--- src/rtl/core/tritb_pkg.sv ---
`default_nettype none

package tritb_pkg;

  // Width of the sequencer step counter; it covers the longest loop
  // (32 square-root iterations, or OUT_FRAC_BITS + 1 divider steps).
  localparam int StepW = 6;
  localparam int OpW   = 4;

  // Datapath operation codes.
  localparam logic [OpW-1:0] OP_NONE   = 4'd0;
  localparam logic [OpW-1:0] OP_STORE  = 4'd1;
  localparam logic [OpW-1:0] OP_LATCH  = 4'd2;
  localparam logic [OpW-1:0] OP_EDGE   = 4'd3;
  localparam logic [OpW-1:0] OP_MUL    = 4'd4;
  localparam logic [OpW-1:0] OP_LOAD   = 4'd5;
  localparam logic [OpW-1:0] OP_SCALE  = 4'd6;
  localparam logic [OpW-1:0] OP_SQ     = 4'd7;
  localparam logic [OpW-1:0] OP_SQRT   = 4'd8;
  localparam logic [OpW-1:0] OP_DINIT  = 4'd9;
  localparam logic [OpW-1:0] OP_DSTEP  = 4'd10;
  localparam logic [OpW-1:0] OP_DSTORE = 4'd11;
  localparam logic [OpW-1:0] OP_FIN    = 4'd12;

  typedef struct packed {
    logic signed [31:0] pos_x;
    logic signed [31:0] pos_y;
    logic signed [31:0] pos_z;
    logic signed [31:0] tex_u;
    logic signed [31:0] tex_v;
  } vertex_t;

  typedef struct packed {
    logic signed [15:0] tangent_x;
    logic signed [15:0] tangent_y;
    logic signed [15:0] tangent_z;
    logic signed [15:0] binormal_x;
    logic signed [15:0] binormal_y;
    logic signed [15:0] binormal_z;
    logic               degenerate;
  } result_t;

  typedef struct packed {
    logic [OpW-1:0]   op;
    logic [StepW-1:0] step;
    logic             corner;
    logic             vsel;
    logic [1:0]       comp;
    logic             degen;
  } cmd_t;

  typedef struct packed {
    logic det_zero;
    logic vec_zero;
    logic scaled;
  } status_t;

endpackage

`default_nettype wire

--- src/rtl/core/tritb_ctrl.sv ---
`default_nettype none

module tritb_ctrl #(
  parameter int F = 14
) (
  input  wire logic               clk_i,
  input  wire logic               rst_ni,
  input  wire logic               in_valid_i,
  output logic                    in_ready_o,
  output logic                    out_valid_o,
  input  wire logic               out_ready_i,
  input  wire tritb_pkg::status_t stat_i,
  output tritb_pkg::cmd_t         cmd_o
);

  localparam logic [3:0] S_IDLE   = 4'd0;
  localparam logic [3:0] S_EDGE   = 4'd1;
  localparam logic [3:0] S_MUL    = 4'd2;
  localparam logic [3:0] S_LOAD   = 4'd3;
  localparam logic [3:0] S_SCALE  = 4'd4;
  localparam logic [3:0] S_SQ     = 4'd5;
  localparam logic [3:0] S_SQRT   = 4'd6;
  localparam logic [3:0] S_DINIT  = 4'd7;
  localparam logic [3:0] S_DSTEP  = 4'd8;
  localparam logic [3:0] S_DSTORE = 4'd9;
  localparam logic [3:0] S_FIN    = 4'd10;

  localparam int SW = tritb_pkg::StepW;
  localparam logic [SW-1:0] MulLast  = SW'(14);
  localparam logic [SW-1:0] SqLast   = SW'(3);
  localparam logic [SW-1:0] SqrtLast = SW'(31);
  localparam logic [SW-1:0] DivLast  = SW'(F);

  logic [3:0]    state_q, state_d;
  logic [SW-1:0] step_q, step_d;
  logic [1:0]    corner_q, corner_d;
  logic          vec_q, vec_d;
  logic [1:0]    comp_q, comp_d;
  logic          degen_q, degen_d;
  logic          out_valid_q, out_valid_d;

  assign in_ready_o  = (state_q == S_IDLE) && ((corner_q != 2'd2) || !out_valid_q);
  assign out_valid_o = out_valid_q;

  always_comb begin
    state_d     = state_q;
    step_d      = step_q;
    corner_d    = corner_q;
    vec_d       = vec_q;
    comp_d      = comp_q;
    degen_d     = degen_q;
    out_valid_d = out_valid_q;
    cmd_o.op     = tritb_pkg::OP_NONE;
    cmd_o.step   = step_q;
    cmd_o.corner = corner_q[0];
    cmd_o.vsel   = vec_q;
    cmd_o.comp   = comp_q;
    cmd_o.degen  = degen_q;

    if (out_valid_q && out_ready_i) out_valid_d = 1'b0;

    unique case (state_q)
      S_IDLE: begin
        if (in_valid_i && in_ready_o) begin
          if (corner_q != 2'd2) begin
            cmd_o.op = tritb_pkg::OP_STORE;
            corner_d = corner_q + 2'd1;
          end else begin
            cmd_o.op = tritb_pkg::OP_LATCH;
            corner_d = 2'd0;
            degen_d  = 1'b0;
            state_d  = S_EDGE;
          end
        end
      end
      S_EDGE: begin
        cmd_o.op = tritb_pkg::OP_EDGE;
        step_d   = '0;
        state_d  = S_MUL;
      end
      S_MUL: begin
        cmd_o.op = tritb_pkg::OP_MUL;
        if (step_q == MulLast) begin
          vec_d = 1'b0;
          if (stat_i.det_zero) begin
            degen_d = 1'b1;
            state_d = S_FIN;
          end else begin
            state_d = S_LOAD;
          end
        end else begin
          step_d = step_q + SW'(1);
        end
      end
      S_LOAD: begin
        cmd_o.op = tritb_pkg::OP_LOAD;
        state_d  = S_SCALE;
      end
      S_SCALE: begin
        cmd_o.op = tritb_pkg::OP_SCALE;
        if (stat_i.scaled) begin
          if (stat_i.vec_zero) begin
            degen_d = 1'b1;
            state_d = S_FIN;
          end else begin
            step_d  = '0;
            state_d = S_SQ;
          end
        end
      end
      S_SQ: begin
        cmd_o.op = tritb_pkg::OP_SQ;
        if (step_q == SqLast) begin
          step_d  = '0;
          state_d = S_SQRT;
        end else begin
          step_d = step_q + SW'(1);
        end
      end
      S_SQRT: begin
        cmd_o.op = tritb_pkg::OP_SQRT;
        if (step_q == SqrtLast) begin
          comp_d  = 2'd0;
          state_d = S_DINIT;
        end else begin
          step_d = step_q + SW'(1);
        end
      end
      S_DINIT: begin
        cmd_o.op = tritb_pkg::OP_DINIT;
        step_d   = '0;
        state_d  = S_DSTEP;
      end
      S_DSTEP: begin
        cmd_o.op = tritb_pkg::OP_DSTEP;
        if (step_q == DivLast) state_d = S_DSTORE;
        else                   step_d  = step_q + SW'(1);
      end
      S_DSTORE: begin
        cmd_o.op = tritb_pkg::OP_DSTORE;
        if (comp_q == 2'd2) begin
          if (vec_q) begin
            state_d = S_FIN;
          end else begin
            vec_d   = 1'b1;
            state_d = S_LOAD;
          end
        end else begin
          comp_d  = comp_q + 2'd1;
          state_d = S_DINIT;
        end
      end
      S_FIN: begin
        cmd_o.op    = tritb_pkg::OP_FIN;
        out_valid_d = 1'b1;
        state_d     = S_IDLE;
      end
      default: state_d = S_IDLE;
    endcase
  end

  always_ff @(posedge clk_i or negedge rst_ni) begin
    if (!rst_ni) begin
      state_q     <= S_IDLE;
      step_q      <= '0;
      corner_q    <= 2'd0;
      vec_q       <= 1'b0;
      comp_q      <= 2'd0;
      degen_q     <= 1'b0;
      out_valid_q <= 1'b0;
    end else begin
      state_q     <= state_d;
      step_q      <= step_d;
      corner_q    <= corner_d;
      vec_q       <= vec_d;
      comp_q      <= comp_d;
      degen_q     <= degen_d;
      out_valid_q <= out_valid_d;
    end
  end

endmodule

`default_nettype wire

--- config.mk ---
export PLATFORM = sky130hd
export DESIGN_NAME = tritb_ctrl
export DESIGN_NICKNAME = d
export VERILOG_FILES = /design/src/rtl/core/tritb_pkg.sv /design/src/rtl/core/tritb_ctrl.sv
export SDC_FILE = /design/constraint.sdc
export NUM_CORES = 1
export LEC_CHECK = 0
export BUFFER_PORTS_ARGS = -buffer_cell sky130_fd_sc_hd__clkbuf_2
export CAP_MARGIN = 10
export CELL_PAD_IN_SITES_DETAIL_PLACEMENT = 2
export CELL_PAD_IN_SITES_GLOBAL_PLACEMENT = 2
export CORE_MARGIN = 5
export CORE_UTILIZATION = 36
export CTS_BUF_LIST = sky130_fd_sc_hd__clkbuf_4 sky130_fd_sc_hd__clkbuf_8
export DETAILED_ROUTE_END_ITERATION = 6
export GPL_ROUTABILITY_DRIVEN = 0
export PLACE_DENSITY = 0.85
export SYNTH_ARGS = -nofsm -noshare
export SYNTH_HDL_FRONTEND = slang
export SYNTH_SLANG_ARGS = --single-unit
--- constraint.sdc ---
create_clock -name clk_i -period 4.2 [get_ports clk_i]
set_input_delay 0.84 -clock clk_i [delete_from_list [all_inputs] [get_ports clk_i]]
set_output_delay 0.84 -clock clk_i [all_outputs]
set_load 0.05 [all_outputs]
### Word-level counts from Yosys, hierarchy flattened

Index checks and enable logic that the tools add are counted.

* register bits: 17
* input bits: 7
* output and inout port bits: 17

* $add $sub $neg: 3
* equal/unequal tests: 29
* multiplexer cells: 37
* reductions and logical operators: 19

Operators by type and width (number)
* $mux W4: 11
* $pmux W4 S11: 1
* $pmux W4 S10: 1
* $mux W6: 5
* $pmux W6 S5: 1
* $ne A2 B2 Y1 const B: 14
* $eq A4 B3 Y1 const B: 4
* $reduce_and A7 Y1: 2
* $eq A4 B4 Y1 const B: 3
* $mux W1: 10
* $mux W2: 5
* $eq A4 B2 Y1 const B: 2
* $add A6 B1 Y6 const B: 1
* $eq A6 B2 Y1 const B: 1
* $eq A6 B4 Y1 const B: 1
* $eq A6 B5 Y1 const B: 1
* $reduce_and A3 Y1: 2
* $reduce_bool A2 Y1: 3
* $reduce_and A5 Y1: 1
* $reduce_bool A5 Y1: 1
* $add A2 B1 Y2 const B: 2
* $eq A4 B1 Y1 const B: 1
* $logic_not A4 Y1: 1
* $pmux W2 S2: 1
* 10 further kinds: 13

### Longest topological paths before layout

Gate-level depths: netlist (run 1).

* depth after elaboration: 6
* gate-level depth with buffers: 7
* gate-level depth less buffers: 7

### Worst setup path after synthesis (run 1)

OpenSTA, ideal clock, no wires.

* path kind: input to output
* start: input in_valid_i
* end: output cmd_o[11] (netlist name)
* arrival time: 2134 ps
* data required time: 3360 ps
* slack: 1226 ps
* stages on the path: 2
* path buffers: 0
* path through: a31oi_1 o32ai_1

RTL lines
* start: declaration: RTL line tritb_ctrl.sv:8 `input wire logic in_valid_i,`
* end: declaration: RTL line tritb_ctrl.sv:13 `output tritb_pkg::cmd_t cmd_o`

==> impl_metrics.csv, run 1 <==
group,metric,value,unit
power_and_ir_drop,p_comb_share,62.0,%
final_layout,finish.instance_area,1420,um2
global_routing,grt_first_pass_wirelength,7000,um
final_layout,nNetsFinal,181,
place,dpl_cell_area,1390,um2
logic_synthesis,syn-num-nets,163,
cts,cts_tree,"yes",
power_and_ir_drop,switching_fraction,57.2,%
flow_run,maxCapViolCount,0,
final_layout,antennaDiodeCount,0,
timing,report.final.slew_viol_count,0,
cts,numCtsBuffers,3,
timing,unrepaired_setup_endpoints_after_global_routing,"no",
power_and_ir_drop,cellPowerDensity,758,nW/um2
routing,route.antenna.remaining_nets,0,
power_and_ir_drop,p_sw,617,uW
power_and_ir_drop,p_leak,0.000681,uW
worst_setup_path,worst-setup-path-type,"primary input to output pin",
cts,worst_setup_hold_path_clk_slew,0.10,ns
global_routing,grt_antenna_before_repair,0,
timing,finalCritPeriodShare,68.1,%
logic_synthesis,number_of_synthesis_warnings,0,
global_routing,grt_use_total,17.5,%
timing,clock_skew,0.00746,ns
timing,fmax,0.349,GHz
die,design.die.area,4850,um2
timing,timing.slew.headroom,55.4,%
routing,average_detailed_routed_wire_length_per_instance,18.7,um
logic_synthesis,cell_types_with_the_largest_area_share_after_synthesis,"sky130_fd_sc_hd__dfrtp_1, sky130_fd_sc_hd__o21ai_0, sky130_fd_sc_hd__inv_1",
logic_synthesis,postSynth.asyncResetShare,100,%
power_and_ir_drop,clockPowerShare,8.9,%
final_layout,area_growth_syn_to_layout,11.0,%
routing,dr_total_vias,1256,
die,core_region_area,3390,um2
routing,detail_route.iter0.violations,46,
worst_setup_path,reg2regPathDepth,5,
logic_synthesis,synth-edff-count,0,
logic_synthesis,yosys.cell_types.count,49,
die,die_h,69.7,um
final_layout,layout-drive-gt1-share,22.4,%
power_and_ir_drop,ir_drop,0.293,mV
place,number_of_buffers_added_on_ports,23,
timing,setup_violations,0,
die,start_util,37.8,%
place,detailedPlacementHpwl,3140,um
cts,cts_setup_buffers,0,
power_and_ir_drop,power.sequential.fraction,29.1,%
worst_setup_path,worst_ep_arrival_time,2.02,ns
logic_synthesis,synth_area,1280,um2
timing,max_slew.worst_pin.slew,0.669,ns
logic_synthesis,synth_top_area_share,33.2,%
routing,viasPerCell,5.81,
routing,overall_routed_net_length,4030,um
cts,sinks_on_the_clock_net,17,
cts,htreeDepth,1,
logic_synthesis,synth_seq_area_share,33.2,%
cts,cts_resized,0,
timing,final_critical_path_required_period,2.86,ns
routing,dr.pass1.iters,4,
worst_setup_path,cp-start-kind,"primary input",
logic_synthesis,synth_area_leader_cell,"sky130_fd_sc_hd__dfrtp_1",
logic_synthesis,synth_top_flop_cell,"sky130_fd_sc_hd__dfrtp_1",
logic_synthesis,post_syn_area_per_cell,8.37,um2
global_routing,via_count_of_the_first_global_routing_pass,1358,
worst_setup_path,crit_fanout,3,
logic_synthesis,synthMostInstantiatedCell,"sky130_fd_sc_hd__dfrtp_1",
cts,clkLatencyLatePin,0.29,ns
timing,timing.final.hold_violations,0,
die,io-pin-count,24,
die,num_rows,21,
min_path,worstHoldPathType,"primary input to async pin",
timing,setup_total_negative_slack,0,ns
power_and_ir_drop,cellInternalPower,461,uW
logic_synthesis,syn-instance-count,153,
global_routing,overflow_left_after_global_routing,0,
die,dieWidth,69.7,um
logic_synthesis,synth.cells.most_frequent,"sky130_fd_sc_hd__dfrtp_1, sky130_fd_sc_hd__inv_1, sky130_fd_sc_hd__nand2_1, sky130_fd_sc_hd__nor2_1, sky130_fd_sc_hd__o21ai_0",
cts,cts-root-to-sink-buffers,2,
global_routing,grt_max_degree,24,
cts,hold_buffer_count_at_cts,0,
status,outcome,"completed",
final_layout,layout.filler_cells,398,
worst_setup_path,critical_path_required,3.36,ns
timing,whs,0.468,ns
logic_synthesis,yosys_register_bits,17,
routing,drc_errors,0,
cts,ctsRootBufferMaster,"sky130_fd_sc_hd__clkbuf_4",
worst_setup_path,timing.critical_path.to_type,"output pin",
final_layout,finalCoreUtilization,42.0,%
==> kinds of logic (layout without fill, tap and decap cells) <==
family | after synthesis | after routing | synth area share (%)
compound gates | 46 | 46 | 25.5
simple gates | 59 | 59 | 25.3
mux | 4 | 4 | 3.42
flops | 17 | 17 | 33.2
buf+inv | 22 | 39 | 8.30
xor+xnor | 2 | 2 | 1.37
fa+ha+maj | 3 | 3 | 2.93
==> worst max-delay path: stages <==
cell and delay [ns]:
sky130_fd_sc_hd__clkbuf_2 0.10, sky130_fd_sc_hd__nor4bb_1 0.46, sky130_fd_sc_hd__or4_1 0.17, sky130_fd_sc_hd__and3_1 0.16
sky130_fd_sc_hd__clkbuf_2 0.28
==> registers in the layout (all words and copies together), names as in the netlist <==
register     cells
step_q           6
degen_q          1
state_q          4
out_valid_o      1
comp_q           2
vec_q            1
corner_q         2
==> power groups by stage <==
stage	clock network [uW]	registers, uW	logic, uW
after global routing	110	329	725
after floorplan	0	299	539
after detailed placement	0	317	672
final	95.6	314	669
after global placement	0	308	647
after CTS	99.4	313	676
==> area by class of cell <==
cell class	count	area [um2]	area share, %
multi-input combinational	114	749	52.7
clock buffer	4	30.0	2.11
tap	46	57.6	4.05
inverter	12	45.0	3.17
sequential	17	425	29.9
timing repair buffer	23	115	8.09
==> through the flow <==
| step | instances | setup slack [ns] | total power (uW) |
|---|---|---|---|
| global route | 216 | 1.24 | 1160 |
| floorplan | 153 | 1.23 | 838 |
| detailed placement | 212 | 1.31 | 988 |
| global placement | 212 | 1.35 | 955 |
| finish | 216 | 1.34 | 1080 |
| CTS | 216 | 1.31 | 1090 |
==> routing by layer <==
| layer | vias up | routed length, um | GRT usage [%] |
|---|---|---|---|
| li1 | 592 | - | - |
| met1 | 634 | 1790 | 21.5 |
| met2 | 24 | 2070 | 31.5 |
| met3 | 6 | 118 | 2.46 |
| met4 | 0 | 57 | 5.32 |
| met5 | - | 0 | 0 |
==> cells in the final DEF, fill, tap and decap left out, drive strengths merged, types with 2 or more instances in the layout <==
master  instances
nor2           11
inv            12
a32oi           2
mux2            3
nor3            4
and3            5
a31oi           2
nand3           5
nand2          12
a21oi           5
nand4           2
dfrtp          17
clkbuf         27
nor2b           3
o32ai           2
a221o           3
o41ai           2
and2b           2
or2             3
o22ai           4
nand2b          7
o21ai          11
ha              3
a22oi           2
o31ai           3
==> final timing paths <==
| kind | endpoint | slack [ns] | start |
|---|---|---|---|
| max reg2reg | step_q[2]$_DFFE_PN0P_ | 1.71 | state_q[1]$_DFFE_PN0P_ |
| max | cmd_o[12] | 1.34 | in_valid_i |
| min reg2reg | comp_q[0]$_DFFE_PN0P_ | 0.52 | comp_q[0]$_DFFE_PN0P_ |
| max in group asynchronous | state_q[3]$_DFFE_PN0P_ | 3.41 | rst_ni |
| min in group clk_i | comp_q[0]$_DFFE_PN0P_ | 0.52 | comp_q[0]$_DFFE_PN0P_ |
| min | step_q[2]$_DFFE_PN0P_ | 0.47 | rst_ni |
No activity file was read; power rests on OpenSTA's default activity.
==> run 2, diff against run 1 <==
--- a/config.mk
+++ b/config.mk
@@ -10,11 +10,11 @@
 export CELL_PAD_IN_SITES_DETAIL_PLACEMENT = 2
 export CELL_PAD_IN_SITES_GLOBAL_PLACEMENT = 2
 export CORE_MARGIN = 5
-export CORE_UTILIZATION = 36
+export CORE_UTILIZATION = 33
 export CTS_BUF_LIST = sky130_fd_sc_hd__clkbuf_4 sky130_fd_sc_hd__clkbuf_8
 export DETAILED_ROUTE_END_ITERATION = 6
 export GPL_ROUTABILITY_DRIVEN = 0
-export PLACE_DENSITY = 0.85
+export PLACE_DENSITY = 0.79
 export SYNTH_ARGS = -nofsm -noshare
 export SYNTH_HDL_FRONTEND = slang
 export SYNTH_SLANG_ARGS = --single-unit
==> constraint.sdc (replaced) <==
create_clock -name clk_i -period 3 [get_ports clk_i]
set_input_delay 0.6 -clock clk_i [delete_from_list [all_inputs] [get_ports clk_i]]
set_output_delay 0.6 -clock clk_i [all_outputs]
set_load 0.05 [all_outputs]
==> run 2 against run 1 <==
Effect of this change:
- register-to-register slack got worse by 0.97 ns
- utilization fell by 2.7 points
- critical path depth fell by 1
- via count fell by 0.40%
- non-clock buffer count rose by 2
- clock skew fell by 0.0061 ns
- combinational power rose by 49%
- wire length rose by 2.6%
- clock-buffer cell count did not move
- die area rose by 7.8%
==> impl_metrics.csv, run 2 (synthesized netlist as in run 1, its figures left out) <==
group,metric,value,unit
power_and_ir_drop,total_power,1590,uW
cts,cts_tree,"yes",
die,design.die.area,5230,um2
worst_setup_path,timing.critical_path.to_type,"output pin",
power_and_ir_drop,power.sequential.fraction,25.2,%
worst_setup_path,reg2reg_from,"state_q[0]$_DFFE_PN0P_",
timing,max_slew.worst_pin.slew,0.585,ns
worst_setup_path,critical_path_required,2.40,ns
timing,fmax,0.406,GHz
cts,cts_setup_buffers,0,
final_layout,area.sequential,425,um2
final_layout,layout-drive-gt1-share,23.3,%
final_layout,final_cell_mix,"sky130_fd_sc_hd__clkbuf_2, sky130_fd_sc_hd__dfrtp_1, sky130_fd_sc_hd__inv_1, sky130_fd_sc_hd__nand2_1",
global_routing,overflow_left_after_global_routing,0,
worst_setup_path,timing.critical_path.buf_inv,1,
final_layout,layout_commonest_cell,"sky130_fd_sc_hd__clkbuf_2",
min_path,worstHoldPathType,"primary input to async pin",
final_layout,nNetsFinal,183,
power_and_ir_drop,ir_drop,0.386,mV
timing,final_critical_path_required_period,2.46,ns
final_layout,finalCoreUtilization,39.3,%
global_routing,grt_use_total,17.2,%
global_routing,grt_max_degree,18,
power_and_ir_drop,switching_fraction,55.7,%
timing,timing.slew.headroom,60.5,%
die,start_util,34.5,%
cts,numCtsBuffers,3,
timing,timing.final.hold_violations,0,
global_routing,grt_antenna_before_repair,0,
cts,cts_resized,0,
timing,unrepaired_setup_endpoints_after_global_routing,"no",
final_layout,multiInputGateArea,749,um2
worst_setup_path,crit_fanout,6,
routing,average_detailed_routed_wire_length_per_instance,18.8,um
worst_setup_path,r2r_setup_slk,0.74,ns
place,number_of_buffers_added_on_ports,23,
timing,setup_violations,0,
power_and_ir_drop,clockPowerShare,11.9,%
cts,cts-root-to-sink-buffers,2,
timing,setup_total_negative_slack,0,ns
routing,dr.pass1.iters,3,
timing,report.final.slew_viol_count,0,
routing,overall_routed_net_length,4140,um
die,die_h,72.3,um
timing,finalCritPeriodShare,82.1,%
routing,detail_route.iter0.violations,75,
final_layout,antennaDiodeCount,0,
routing,route.antenna.remaining_nets,0,
place,detailedPlacementHpwl,3080,um
die,num_rows,22,
worst_setup_path,cp-start-kind,"flop",
routing,viasPerCell,5.69,
worst_setup_path,worst-setup-path-type,"flop to output pin",
power_and_ir_drop,p_comb_share,62.9,%
die,io-pin-count,24,
worst_setup_path,reg2regPathDepth,5,
worst_setup_path,worst_ep_arrival_time,1.86,ns
place,dpl_cell_area,1410,um2
final_layout,number_of_flip_flops_in_the_largest_register,6,
flow_run,maxCapViolCount,0,
worst_setup_path,crit-reg2reg-capture,"step_q[2]$_DFFE_PN0P_",
global_routing,grt_first_pass_wirelength,7130,um
cts,htreeDepth,1,
worst_setup_path,timing.critical_path.slowest_cell_delay,0.57,ns
final_layout,largest-register,"step_q",
status,outcome,"completed",
power_and_ir_drop,cellPowerDensity,1090,nW/um2
routing,dr_total_vias,1251,
worst_setup_path,path_cells,"nor4bb_1, or4_1, and3_1, clkbuf_2",
timing,clock_skew,0.00139,ns
power_and_ir_drop,cellInternalPower,703,uW
cts,worst_setup_hold_path_clk_slew,0.07,ns
final_layout,largest_registers_ranked_by_flip_flop_count,"step_q: 6 flops, state_q: 4 flops",
routing,drc_errors,0,
final_layout,layout.filler_cells,433,
cts,hold_buffer_count_at_cts,0,
cts,sinks_on_the_clock_net,17,
final_layout,area_growth_syn_to_layout,13.9,%
cts,clkLatencyLatePin,0.25,ns
power_and_ir_drop,p_leak,0.000699,uW
global_routing,via_count_of_the_first_global_routing_pass,1393,
final_layout,finish.instance_area,1460,um2
die,dieWidth,72.3,um
worst_setup_path,crit_family,"simple AND/OR/NAND/NOR gates",
power_and_ir_drop,p_sw,883,uW
die,core_region_area,3720,um2
worst_setup_path,critical-path-slowest-cell,"sky130_fd_sc_hd__nor4bb_1",
cts,ctsRootBufferMaster,"sky130_fd_sc_hd__clkbuf_8",
[run 2: cell count changes in the layout (fill, tap and decap cells not counted), sizes merged]
cell and delta:
buf +2
[run 2: metal layers]
layer	GRT usage, %	share of wire, %	vias up
met5	0	0	-
met1	22.4	46	624
met2	30.2	51	18
li1	-	-	605
met4	3.76	0.75	0
met3	2.35	2.4	4
[run 2: worst max path at each step]
stage,end,startpoint,slack [ns],cells after the start
after floorplan,cmd_o[11],state_q[2]$_DFFE_PN0P_,0.40,3
after global placement,cmd_o[12],in_valid_i,0.66,5
after detailed placement,cmd_o[12],in_valid_i,0.53,5
after CTS,cmd_o[12],corner_q[0]$_DFFE_PN0P_,0.52,4
after global routing,cmd_o[12],corner_q[0]$_DFFE_PN0P_,0.40,4
final,cmd_o[12],corner_q[0]$_DFFE_PN0P_,0.54,4
[run 2: power by group through the flow]
stage               clock [uW]  sequential [uW]  combinational, uW
CTS                        191              397               1010
global placement             0              394                967
detailed placement           0              399                995
floorplan                    0              419                754
global route               205              412               1080
finish                     189              399                998
[run 2: worst reg2reg max path, stage by stage (launching register included)]
cell	delay, ns
sky130_fd_sc_hd__dfrtp_1	0.54
sky130_fd_sc_hd__nand2b_1	0.35
sky130_fd_sc_hd__nor4_1	0.57
sky130_fd_sc_hd__a31o_2	0.25
sky130_fd_sc_hd__nor3_2	0.09
sky130_fd_sc_hd__a221o_1	0.36
[run 2: layout make-up]
cell class	count	area share, %
multi-input combinational	114	51.4
sequential	17	29.2
timing repair buffer	25	8.92
tap	48	4.12
clock buffer	4	3.34
inverter	12	3.09
[run 2: through the flow]
stage / hold slack (ns) / instances / worst slack, ns
floorplan: 0.304 / 153 / 0.400
global placement: 0.483 / 216 / 0.658
detailed placement: 0.516 / 216 / 0.527
global route: 0.327 / 220 / 0.400
finish: 0.291 / 220 / 0.536
CTS: 0.302 / 220 / 0.516
==> run 3, diff against run 2 <==
--- a/config.mk
+++ b/config.mk
@@ -10,11 +10,11 @@
 export CELL_PAD_IN_SITES_DETAIL_PLACEMENT = 2
 export CELL_PAD_IN_SITES_GLOBAL_PLACEMENT = 2
 export CORE_MARGIN = 5
-export CORE_UTILIZATION = 33
+export CORE_UTILIZATION = 30
 export CTS_BUF_LIST = sky130_fd_sc_hd__clkbuf_4 sky130_fd_sc_hd__clkbuf_8
 export DETAILED_ROUTE_END_ITERATION = 6
 export GPL_ROUTABILITY_DRIVEN = 0
-export PLACE_DENSITY = 0.79
+export PLACE_DENSITY = 0.76
 export SYNTH_ARGS = -nofsm -noshare
 export SYNTH_HDL_FRONTEND = slang
 export SYNTH_SLANG_ARGS = --single-unit
==> constraint.sdc (replaced) <==
create_clock -name clk_i -period 2.25 [get_ports clk_i]
set_input_delay 0.45 -clock clk_i [delete_from_list [all_inputs] [get_ports clk_i]]
set_output_delay 0.45 -clock clk_i [all_outputs]
set_load 0.05 [all_outputs]
==> run 3 against run 2 <==
Effect of this change:
- critical path depth decreased by 1
- utilization decreased by 0.90 points
- combinational power increased by 45%
- via count increased by 4.0%
- global-route usage about the same
- sequential cell count unchanged
- sequential power increased by 38%
- clock-buffer cell count unchanged
- critical path type unchanged
- largest cell class unchanged
==> impl_metrics.csv, run 3 (synthesized netlist as in run 1, its figures left out) <==
group,metric,value,unit
power_and_ir_drop,cellPowerDensity,1440,nW/um2
timing,setup_violations,0,
place,pre_cts_slack,0.154,ns
timing,fmax,0.462,GHz
timing,timing.slew.headroom,67.6,%
routing,average_detailed_routed_wire_length_per_instance,19.3,um
worst_setup_path,path_cells,"or4_1, and3_1, clkbuf_2",
cts,hold_buffer_count_at_cts,0,
routing,met3_length,102,um
global_routing,via_count_of_the_first_global_routing_pass,1490,
place,detailedPlacementHpwl,3440,um
final_layout,area.sequential,430,um2
power_and_ir_drop,cellInternalPower,1020,uW
final_layout,nNetsFinal,192,
final_layout,multiInputGateArea,772,um2
global_routing,grt_antenna_before_repair,0,
die,core_region_area,4060,um2
power_and_ir_drop,switching_fraction,54.5,%
final_layout,layout.filler_cells,479,
final_layout,final_cell_mix,"sky130_fd_sc_hd__clkbuf_2, sky130_fd_sc_hd__dfrtp_1, sky130_fd_sc_hd__inv_1, sky130_fd_sc_hd__nand2_1",
routing,dr.pass1.iters,4,
timing,clock_skew,0.00556,ns
power_and_ir_drop,clockPowerShare,11.2,%
routing,route.met2.wl,2310,um
routing,viasPerCell,5.63,
worst_setup_path,worst-setup-path-type,"flop to output pin",
die,dieWidth,75.4,um
global_routing,grt_first_pass_wirelength,7490,um
place,number_of_buffers_added_on_ports,23,
routing,drt-met1-wl,2000,um
power_and_ir_drop,power.sequential.fraction,24.4,%
global_routing,grt_max_degree,19,
final_layout,layout-drive-gt1-share,30.4,%
worst_setup_path,critical-path-slowest-cell,"sky130_fd_sc_hd__or4_1",
timing,final_critical_path_required_period,2.17,ns
cts,htreeDepth,1,
worst_setup_path,worst_ep_arrival_time,1.72,ns
status,outcome,"completed",
routing,route.antenna.remaining_nets,0,
routing,drc_errors,0,
routing,overall_routed_net_length,4460,um
die,num_rows,23,
cts,ctsRootBufferMaster,"sky130_fd_sc_hd__clkbuf_8",
die,design.die.area,5680,um2
final_layout,largest_registers_ranked_by_flip_flop_count,"step_q: 6 flops, state_q: 4 flops",
die,io-pin-count,24,
timing,report.final.slew_viol_count,0,
global_routing,overflow_left_after_global_routing,0,
timing,finalCritPeriodShare,96.3,%
cts,sinks_on_the_clock_net,17,
power_and_ir_drop,ir_drop,0.529,mV
power_and_ir_drop,p_leak,0.000742,uW
cts,worst_setup_hold_path_clk_slew,0.07,ns
global_routing,grt_use_total,17.3,%
timing,unrepaired_setup_endpoints_after_global_routing,"no",
timing,setup_ws,0.0840,ns
cts,cts-root-to-sink-buffers,2,
power_and_ir_drop,p_comb_share,64.4,%
worst_setup_path,worst_setup_path_startpoint,"state_q[3]$_DFFE_PN0P_",
worst_setup_path,timing.critical_path.to_type,"output pin",
final_layout,layout_commonest_cell,"sky130_fd_sc_hd__clkbuf_2",
timing,max_slew.worst_pin.slew,0.481,ns
worst_setup_path,crit_fanout,14,
final_layout,number_of_flip_flops_in_the_largest_register,6,
final_layout,finalCoreUtilization,38.4,%
worst_setup_path,critical_path_required,1.80,ns
final_layout,largest-register,"step_q",
die,start_util,31.6,%
final_layout,antennaDiodeCount,0,
timing,setup_total_negative_slack,0,ns
flow_run,maxCapViolCount,0,
final_layout,area_growth_syn_to_layout,21.5,%
power_and_ir_drop,p_sw,1220,uW
worst_setup_path,timing.critical_path.slowest_cell_delay,0.54,ns
worst_setup_path,cp-start-kind,"flop",
min_path,worstHoldPathType,"primary input to async pin",
routing,route.top_layer_used,"met4",
routing,detail_route.iter0.violations,29,
cts,cts_tree,"yes",
timing,timing.final.hold_violations,0,
cts,numCtsBuffers,3,
die,die_h,75.4,um
routing,dr_total_vias,1301,
cts,clkLatencyLatePin,0.26,ns
worst_setup_path,reg2reg_from,"step_q[1]$_DFFE_PN0P_",
[run 3: cell types whose count changed in the layout (fill, tap and decap cells not counted)]
| cell | previous run | this run |
|---|---|---|
| sky130_fd_sc_hd__nor4bb_4 | 0 | 1 |
| sky130_fd_sc_hd__dfrtp_2 | 0 | 4 |
| sky130_fd_sc_hd__o32ai_2 | 0 | 1 |
| sky130_fd_sc_hd__o21ai_1 | 0 | 2 |
| sky130_fd_sc_hd__o21ai_0 | 11 | 9 |
| sky130_fd_sc_hd__a21boi_1 | 0 | 1 |
| sky130_fd_sc_hd__dfrtp_1 | 17 | 13 |
| sky130_fd_sc_hd__a21boi_0 | 1 | 0 |
| sky130_fd_sc_hd__nor4bb_1 | 1 | 0 |
| sky130_fd_sc_hd__buf_4 | 2 | 11 |
| sky130_fd_sc_hd__o32ai_1 | 2 | 1 |
[run 3: cell type report]
type	count	share of cell area (%)
clock buffer	4	3.14
sequential	17	27.7
timing repair buffer	34	12.7
inverter	12	2.89
tap	50	4.02
multi-input combinational	114	49.6
[run 3: timing repair]
| action | in CTS | in global routing |
|---|---|---|
| resized for setup | 0 | 5 |
| buffers inserted | 0 | 0 |
| hold endpoints to repair | 0 | 0 |
| setup endpoints to repair | 0 | 11 |
[run 3: final timing paths]
kind,endpoint,slack (ns),cells after the start
setup / recovery,cmd_o[12],0.08,3
hold / removal,step_q[3]$_DFFE_PN0P_,0.14,1
setup reg to reg,step_q[2]$_DFFE_PN0P_,0.14,6
hold reg to reg,comp_q[0]$_DFFE_PN0P_,0.50,1
max in group asynchronous,step_q[1]$_DFFE_PN0P_,1.76,1
min in group clk_i,out_valid_o$_DFFE_PN0P_,0.38,2
[run 3: power groups by stage]
stage | sequential (uW) | clock, uW | combinational (uW)
after CTS | 538 | 253 | 1450
after global routing | 570 | 271 | 1570
after floorplan | 562 | 0 | 1020
after global placement | 532 | 0 | 1380
final | 549 | 251 | 1450
after detailed placement | 543 | 0 | 1430
[run 3: per-layer routing]
layer | global-route usage [%] | up-vias
met1 | 22.3 | 656
met2 | 31.4 | 21
li1 | - | 617
met3 | 1.45 | 7
met4 | 3.88 | 0
met5 | 0 | -
[run 3: through the flow]
stage	total power, uW	hold slack, ns	instances	cell area (um2)
5_1_grt	2410	0.173	231	1560
2_1_floorplan	1580	0.154	153	1290
3_5_place_dp	1980	0.437	227	1490
3_3_place_gp	1910	0.427	227	1490
6_report	2250	0.138	231	1560
4_1_cts	2240	0.166	231	1540
[run 3: worst max-delay path, delay by kind of cell, from the launching register on]
family	cells	cell delay, ns
buf+inv	1	0.23
simple gates	2	0.72
flops	1	0.51
